**src/rtl/a2flv_pkg.sv**
```systemverilog
`default_nettype none

package a2flv_pkg;

    localparam int unsigned MaxResults = 6;

    localparam logic [7:0] SyncByte      = 8'hFF;
    localparam logic [7:0] SyncMask      = 8'hF6;
    localparam logic [7:0] SyncValue     = 8'hF0;
    localparam logic [7:0] TagAudioByte  = 8'hAF;
    localparam logic [7:0] PktSeqHeader  = 8'h00;
    localparam logic [7:0] PktRawFrame   = 8'h01;
    localparam logic [3:0] HdrSizePlain  = 4'd7;
    localparam logic [3:0] HdrSizeCrc    = 4'd9;

    localparam logic KindSeqHeader = 1'b0;
    localparam logic KindRawFrame  = 1'b1;

    typedef struct packed {
        logic [7:0] data_byte;
        logic       buffer_end;
    } t_in_word;

    typedef struct packed {
        logic [7:0] out_byte;
        logic       packet_kind;
        logic       packet_start;
        logic       packet_end;
        logic       aborted;
    } t_out_word;

    typedef struct packed {
        logic [1:0]  profile;
        logic [3:0]  rate_index;
        logic [2:0]  channels;
        logic        prot_absent;
        logic [12:0] frame_len;
    } t_hdr_fields;

endpackage

`default_nettype wire

```
**src/rtl/adts_to_flv_aac_repacketizer_top.sv**
```systemverilog
// ADTS to FLV AAC audio tag repacketizer.
// The input channel takes one ADTS stream byte per word, with a flag on the
// last byte of each source buffer. The output channel gives the bodies of
// FLV audio tags one byte per word, marked with packet kind, start, end and
// an abort flag on frames that a buffer end cut short.
// An accepted byte is parsed in the cycle it is taken; its results show on
// the output in the next cycle. A payload byte gives one word, so payload
// streams at one byte per cycle unless stalled. The last header byte of a frame
// gives two words (0xAF 0x01), or six on the first frame when the sequence
// header goes first; those words leave from a six-word result buffer, one per
// cycle, and the input stalls until the buffer drains to its last word.
// Reset empties the result buffer, restarts header collection and arms the
// sequence header again. When the receiver stalls, the buffered words hold
// and the input stalls while any word is waiting.
`default_nettype none

module adts_to_flv_aac_repacketizer_top
    import a2flv_pkg::*;
(
    input  wire logic      i_clk,
    input  wire logic      i_rst_n,
    input  wire logic      i_in_valid,
    output logic           o_in_stall,
    input  wire t_in_word  i_in_data,
    output logic           o_out_valid,
    input  wire logic      i_out_stall,
    output t_out_word      o_out_data
);

    typedef enum logic [1:0] {
        PH_HEADER  = 2'd0,
        PH_PAYLOAD = 2'd1,
        PH_DISCARD = 2'd2
    } t_phase;

    localparam int unsigned CntW = $clog2(MaxResults + 1);

    t_phase      r_phase, n_phase;
    logic [3:0]  r_hcount, n_hcount;
    t_hdr_fields r_fields, n_fields;
    logic [12:0] r_left, n_left;
    logic        r_seq_sent, n_seq_sent;

    t_out_word   r_buf [MaxResults];
    t_out_word   n_buf [MaxResults];
    logic [CntW-1:0] r_cnt, n_cnt;

    t_out_word   res [MaxResults];
    logic [CntW-1:0] res_cnt;

    logic        accept;
    logic        pop;
    logic [7:0]  b;
    logic        bend;
    logic [3:0]  hsize;
    logic        lost;
    logic [12:0] left_calc;
    logic [2:0]  aot;

    assign o_out_valid = (r_cnt != '0);
    assign o_out_data  = r_buf[0];
    assign pop         = o_out_valid && !i_out_stall;
    assign o_in_stall  = (r_cnt > CntW'(1)) || ((r_cnt == CntW'(1)) && i_out_stall);
    assign accept      = i_in_valid && !o_in_stall;
    assign b           = i_in_data.data_byte;
    assign bend        = i_in_data.buffer_end;

    always_comb begin
        n_phase    = r_phase;
        n_hcount   = r_hcount;
        n_fields   = r_fields;
        n_left     = r_left;
        n_seq_sent = r_seq_sent;
        res_cnt    = '0;
        lost       = 1'b0;
        hsize      = HdrSizeCrc;
        left_calc  = '0;
        aot        = '0;
        for (int i = 0; i < MaxResults; i++) begin
            res[i] = '0;
        end

        case (r_phase)
            PH_DISCARD: begin
                if (bend) begin
                    n_phase  = PH_HEADER;
                    n_hcount = '0;
                    n_fields = '0;
                end
            end
            PH_PAYLOAD: begin
                res[0] = '{out_byte: b, packet_kind: KindRawFrame, packet_start: 1'b0,
                           packet_end: (r_left <= 13'd1) || bend,
                           aborted: bend && (r_left > 13'd1)};
                res_cnt = CntW'(1);
                if (r_left != '0) begin
                    n_left = r_left - 13'd1;
                end
                if ((r_left <= 13'd1) || bend) begin
                    n_left   = '0;
                    n_phase  = PH_HEADER;
                    n_hcount = '0;
                    n_fields = '0;
                end
            end
            default: begin
                case (r_hcount)
                    4'd0: lost = (b != SyncByte);
                    4'd1: begin
                        lost                 = ((b & SyncMask) != SyncValue);
                        n_fields.prot_absent = b[0];
                    end
                    4'd2: begin
                        n_fields.profile     = r_fields.profile | b[7:6];
                        n_fields.rate_index  = r_fields.rate_index | b[5:2];
                        n_fields.channels[2] = r_fields.channels[2] | b[0];
                    end
                    4'd3: begin
                        n_fields.channels[1:0]   = r_fields.channels[1:0] | b[7:6];
                        n_fields.frame_len[12:11] = r_fields.frame_len[12:11] | b[1:0];
                    end
                    4'd4: n_fields.frame_len[10:3] = r_fields.frame_len[10:3] | b;
                    4'd5: n_fields.frame_len[2:0]  = r_fields.frame_len[2:0] | b[7:5];
                    default: ;
                endcase
                hsize = n_fields.prot_absent ? HdrSizePlain : HdrSizeCrc;
                if ((r_hcount == 4'd5) && (n_fields.frame_len < {9'd0, hsize})) begin
                    lost = 1'b1;
                end
                left_calc = n_fields.frame_len - {9'd0, hsize};
                aot       = {1'b0, n_fields.profile} + 3'd1;

                if (lost) begin
                    if (bend) begin
                        n_phase  = PH_HEADER;
                        n_hcount = '0;
                        n_fields = '0;
                    end else begin
                        n_phase = PH_DISCARD;
                    end
                end else if (({1'b0, r_hcount} + 5'd1) >= {1'b0, hsize}) begin
                    t_out_word w_af;
                    t_out_word w_01;
                    w_af = '{out_byte: TagAudioByte, packet_kind: KindRawFrame,
                             packet_start: 1'b1, packet_end: 1'b0, aborted: 1'b0};
                    w_01 = '{out_byte: PktRawFrame, packet_kind: KindRawFrame,
                             packet_start: 1'b0, packet_end: (left_calc == '0) || bend,
                             aborted: (left_calc != '0) && bend};
                    if (!r_seq_sent) begin
                        res[0] = '{out_byte: TagAudioByte, packet_kind: KindSeqHeader,
                                   packet_start: 1'b1, packet_end: 1'b0, aborted: 1'b0};
                        res[1] = '{out_byte: PktSeqHeader, packet_kind: KindSeqHeader,
                                   packet_start: 1'b0, packet_end: 1'b0, aborted: 1'b0};
                        res[2] = '{out_byte: {2'b00, aot, n_fields.rate_index[3:1]},
                                   packet_kind: KindSeqHeader, packet_start: 1'b0,
                                   packet_end: 1'b0, aborted: 1'b0};
                        res[3] = '{out_byte: {n_fields.rate_index[0], 1'b0,
                                              n_fields.channels, 3'b000},
                                   packet_kind: KindSeqHeader, packet_start: 1'b0,
                                   packet_end: 1'b1, aborted: 1'b0};
                        res[4]     = w_af;
                        res[5]     = w_01;
                        res_cnt    = CntW'(6);
                        n_seq_sent = 1'b1;
                    end else begin
                        res[0]  = w_af;
                        res[1]  = w_01;
                        res_cnt = CntW'(2);
                    end
                    if ((left_calc == '0) || bend) begin
                        n_phase  = PH_HEADER;
                        n_hcount = '0;
                        n_fields = '0;
                    end else begin
                        n_left   = left_calc;
                        n_phase  = PH_PAYLOAD;
                        n_hcount = '0;
                    end
                end else if (bend) begin
                    n_phase  = PH_HEADER;
                    n_hcount = '0;
                    n_fields = '0;
                end else begin
                    n_hcount = r_hcount + 4'd1;
                end
            end
        endcase
    end

    always_comb begin
        for (int i = 0; i < MaxResults; i++) begin
            n_buf[i] = r_buf[i];
        end
        n_cnt = r_cnt;
        if (accept) begin
            for (int i = 0; i < MaxResults; i++) begin
                n_buf[i] = res[i];
            end
            n_cnt = res_cnt;
        end else if (pop) begin
            for (int i = 0; i < MaxResults - 1; i++) begin
                n_buf[i] = r_buf[i + 1];
            end
            n_cnt = r_cnt - CntW'(1);
        end
    end

    always_ff @(posedge i_clk) begin
        for (int i = 0; i < MaxResults; i++) begin
            r_buf[i] <= n_buf[i];
        end
        if (!i_rst_n) begin
            r_phase    <= PH_HEADER;
            r_hcount   <= '0;
            r_fields   <= '0;
            r_left     <= '0;
            r_seq_sent <= 1'b0;
            r_cnt      <= '0;
        end else begin
            r_cnt <= n_cnt;
            if (accept) begin
                r_phase    <= n_phase;
                r_hcount   <= n_hcount;
                r_fields   <= n_fields;
                r_left     <= n_left;
                r_seq_sent <= n_seq_sent;
            end
        end
    end

endmodule

`default_nettype wire

```
**config.mk**
```make
export PLATFORM = sky130hd
export DESIGN_NAME = adts_to_flv_aac_repacketizer_top
export DESIGN_NICKNAME = d
export VERILOG_FILES = /design/src/rtl/a2flv_pkg.sv /design/src/rtl/adts_to_flv_aac_repacketizer_top.sv
export SDC_FILE = /design/constraint.sdc
export NUM_CORES = 1
export LEC_CHECK = 0
export BUFFER_PORTS_ARGS = -buffer_cell sky130_fd_sc_hd__buf_2
export CAP_MARGIN = 15
export CELL_PAD_IN_SITES_DETAIL_PLACEMENT = 0
export CELL_PAD_IN_SITES_GLOBAL_PLACEMENT = 1
export CORE_UTILIZATION = 42
export CTS_CLUSTER_SIZE = 40
export DETAILED_ROUTE_END_ITERATION = 8
export PLACE_DENSITY_LB_ADDON = 0.25
export SLEW_MARGIN = 15
export SYNTH_ARGS = -nofsm -noshare
export SYNTH_HDL_FRONTEND = slang
export SYNTH_SLANG_ARGS = --single-unit
```
**constraint.sdc**
```tcl
create_clock -name i_clk -period 4.23 [get_ports i_clk]
set_input_delay 0.2115 -clock i_clk [delete_from_list [all_inputs] [get_ports i_clk]]
set_output_delay 0.2115 -clock i_clk [all_outputs]
set_load 0.05 [all_outputs]
```
==> impl_results.md <==
* Antenna cells at 0
* Initial Util at 43.5%
* F_max at 253 MHz
* Area after DPL at 5550 µm²
* Via count at 4792
* Clk Latency, worst-skew pair at 360 ps
* Post-layout util at 48.5%
* Starting DRT DRC Count at 479
* DP HPWL at around 10000 µm
* CTS tree: yes
* CTS hold repair buffers at 0
* Core footprint at between 10000 and 15000 µm²
* Gate Count Post-Synth at 626
* Critical path's slowest cell: or4_1
* Peak VDD IR at roughly 320 µV
* Design Area, Final at ~5900 µm²
* Initial antenna violation count at 0
* Layout cells sized above 1 at 11.3%
* Via/cell ratio at 5.87
* Crit-path max FO at 14
* Fraction of registers with async set/reset at 0%
* Clock transition at path regs at 70 ps
* Pre-CTS worst setup slack at approximately 120 ps
* Antenna Nets Post-Route at 0
* H-tree lvl count at 3
* Post-Syn Area at 5260 µm²
* CP cell instances: inv_1, ha_1, nor3b_4, mux2i_2, buf_4, xnor2_1, ha_1, nor2_1, o221a_1, a21oi_1, nand3_2, or4_1, a311o_1, nor2_4, a211o_2, o21ai_0
* Nature of the critical path startpoint: flip-flop
* Clk Tree Root Cell: clkbuf_16
* Final Hold Viols at 0
* Data required time of the worst path at ~4500 ps
* Post-synth net total at 656
* Die Area at 13000 µm²
* Global-route wire length before repair at between 20000 and 25000 µm
* Critical path class: reg -> reg
* Post-DR wirelength/cell at 18.0 µm
* Post-Syn Area per Cell at roughly 8.4 µm²
* Leakage at 2.29 nW
* Worst Skew at 9.54 ps
* Placer Congestion at 0.890
* Die height at about 110 µm
* Tcrit/Tclk final at about 94%
* Endpoint class of the critical path: flip-flop
* Unrepaired setup endpoints after global routing: yes
* Boundary Pins at 27
* Top-area cell type share of the netlist area at 24.0%
* Num rows at 40
* First-pass iteration count of the detailed router at 5
* Post-synth EDFFs at 32
* Worst Tran Pin Value at 1070 ps
* Die Wd at 114 µm
* Final max-slew violation count at 0
* Top FF cell, synth: dfxtp_1
* Yosys reg bits at 95
* Port Buffers at 26
* Clk buf depth at 2
* Commonest non-fill, non-tap cell in the layout: nand2_1
* Largest net degree at the start of global routing at 32
* Total CTS buffers at 9
* Residual DRC count at 0
* Clk sinks at 95
* Sequential area share after synthesis at 42.2%
* Status: complete, no violations
* Max Cap Viol at 0
* Crit path top cell by count: ha_1
* Worst min path class: in -> reg
* Total track usage at a little under a quarter
* Rel. slew slack at 27.8%
* Drt total wl at roughly 15000 µm
* Power Density at 508 nW/µm²
* Synth area leaders: dfxtp_1, edfxtp_1, nand2_1
* TNS Setup at 0 ps
* Most frequent cells in the layout: nand2_1, dfxtp_1, a21oi_1
* Hold Slack at 255 ps
* Yosys Warn Count at 0
* Min cycle time layout at 3960 ps
* Vias in the first global route at 4341
* Distinct cells, synth at 68
* Nets@finish at between 600 and 700
* CP arrival at 4180 ps
* Cell accounting for the most synthesized area: dfxtp_1
* Crit-path max cell delay at 520 ps
* Layout area overhead at 11.7%
* Min setup slack post-route at 271 ps
* Setup violators final at 0
* Overflow after GRT at 0
-- synthesized netlist by cell type (9+ instances only) --
| library cell | n |
|---|---|
| a31oi_1 | 9 |
| xnor2_1 | 10 |
| edfxtp_1 | 32 |
| inv_1 | 23 |
| nor2_1 | 55 |
| dfxtp_1 | 63 |
| clkbuf_1 | 29 |
| nand3_1 | 20 |
| nand2_1 | 103 |
| or4_1 | 11 |
| o2111ai_1 | 10 |
| or3_1 | 10 |
| a21oi_1 | 60 |
| o21ai_0 | 43 |
| ha_1 | 17 |
| nor3_1 | 12 |
-- worst max-delay path: cells and delay by family (launching register included) --
| kind | cells | cell delay (ps) |
|---|---|---|
| AO/OA/AOI/OAI | 5 | 1240 |
| AND/OR/NAND/NOR | 5 | 1160 |
| adder cells (fa/ha/maj) | 2 | 370 |
| flip-flops | 1 | 340 |
| buffers and inverters | 2 | 310 |
| multiplexers | 1 | 260 |
| XOR/XNOR | 1 | 130 |
-- timing repair --
action                                  in CTS  in global routing
buffers inserted                             0                  1
gates resized for setup                      0                  2
endpoints found under the setup margin       0                 27
-- state kept, by name, indices dropped and copies added (netlist names) --
signal	flops
r_cnt	3
r_buf	49
r_left	13
r_phase	2
r_seq_sent	1
r_hcount	4
r_fields	23
-- final timing paths --
check | slack, ps | end | from | cells past startpoint
max | 270 | r_fields[4]$_SDFFE_PN0P_ | r_hcount[1]$_SDFFE_PN0P_ | 16
min | 250 | r_fields[12]$_SDFFE_PN0P_ | i_in_data[2] | 3
max reg2reg | 270 | r_fields[4]$_SDFFE_PN0P_ | r_hcount[1]$_SDFFE_PN0P_ | 16
min reg2reg | 450 | r_fields[21]$_SDFFE_PN0P_ | r_fields[21]$_SDFFE_PN0P_ | 2
-- per-layer routing --
metal  up-vias  routed length (µm)  GRT usage (%)
met5         -                   0              0
met3        26                 692           4.30
met4         0                 345           8.66
met2       151                6420           34.3
met1      2291                7200           34.7
li1       2324                   -              -
-- metrics by stage --
stage                     power (mW)  std cells
final                           2.99        816
after global routing            3.13        816
after CTS                       3.01        815
after detailed placement        2.17        799
after global placement          2.16        799
after floorplan                 1.93        626
-- area by class of cell --
cell class	count	area, µm²
clock buffers	10	239
inverters	24	90.1
fillers	1212	6230
repair buffers	44	278
well taps	168	210
flip-flops and latches	95	2220
multi-input cells	469	2770
clock inverters	6	63.8
-- logic make-up (layout without fill, tap and decap cells) --
| logic type | count (synthesis) | in the layout | synth area share [%] |
|---|---|---|---|
| AO/OA/AOI/OAI | 183 | 183 | 22.7 |
| buffers and inverters | 62 | 84 | 5.18 |
| XOR/XNOR | 12 | 12 | 2.00 |
| multiplexers | 5 | 5 | 1.02 |
| flip-flops | 95 | 95 | 42.2 |
| AND/OR/NAND/NOR | 252 | 252 | 22.9 |
| adder cells (fa/ha/maj) | 17 | 17 | 4.04 |
-- report_power, final --
group / internal (mW) / switching [mW] / total [mW]
Sequential: 1.19 / 0.0721 / 1.26
Clock: 0.432 / 0.400 / 0.832
Combinational: 0.183 / 0.707 / 0.889
(Power assumes the default switching activity.)
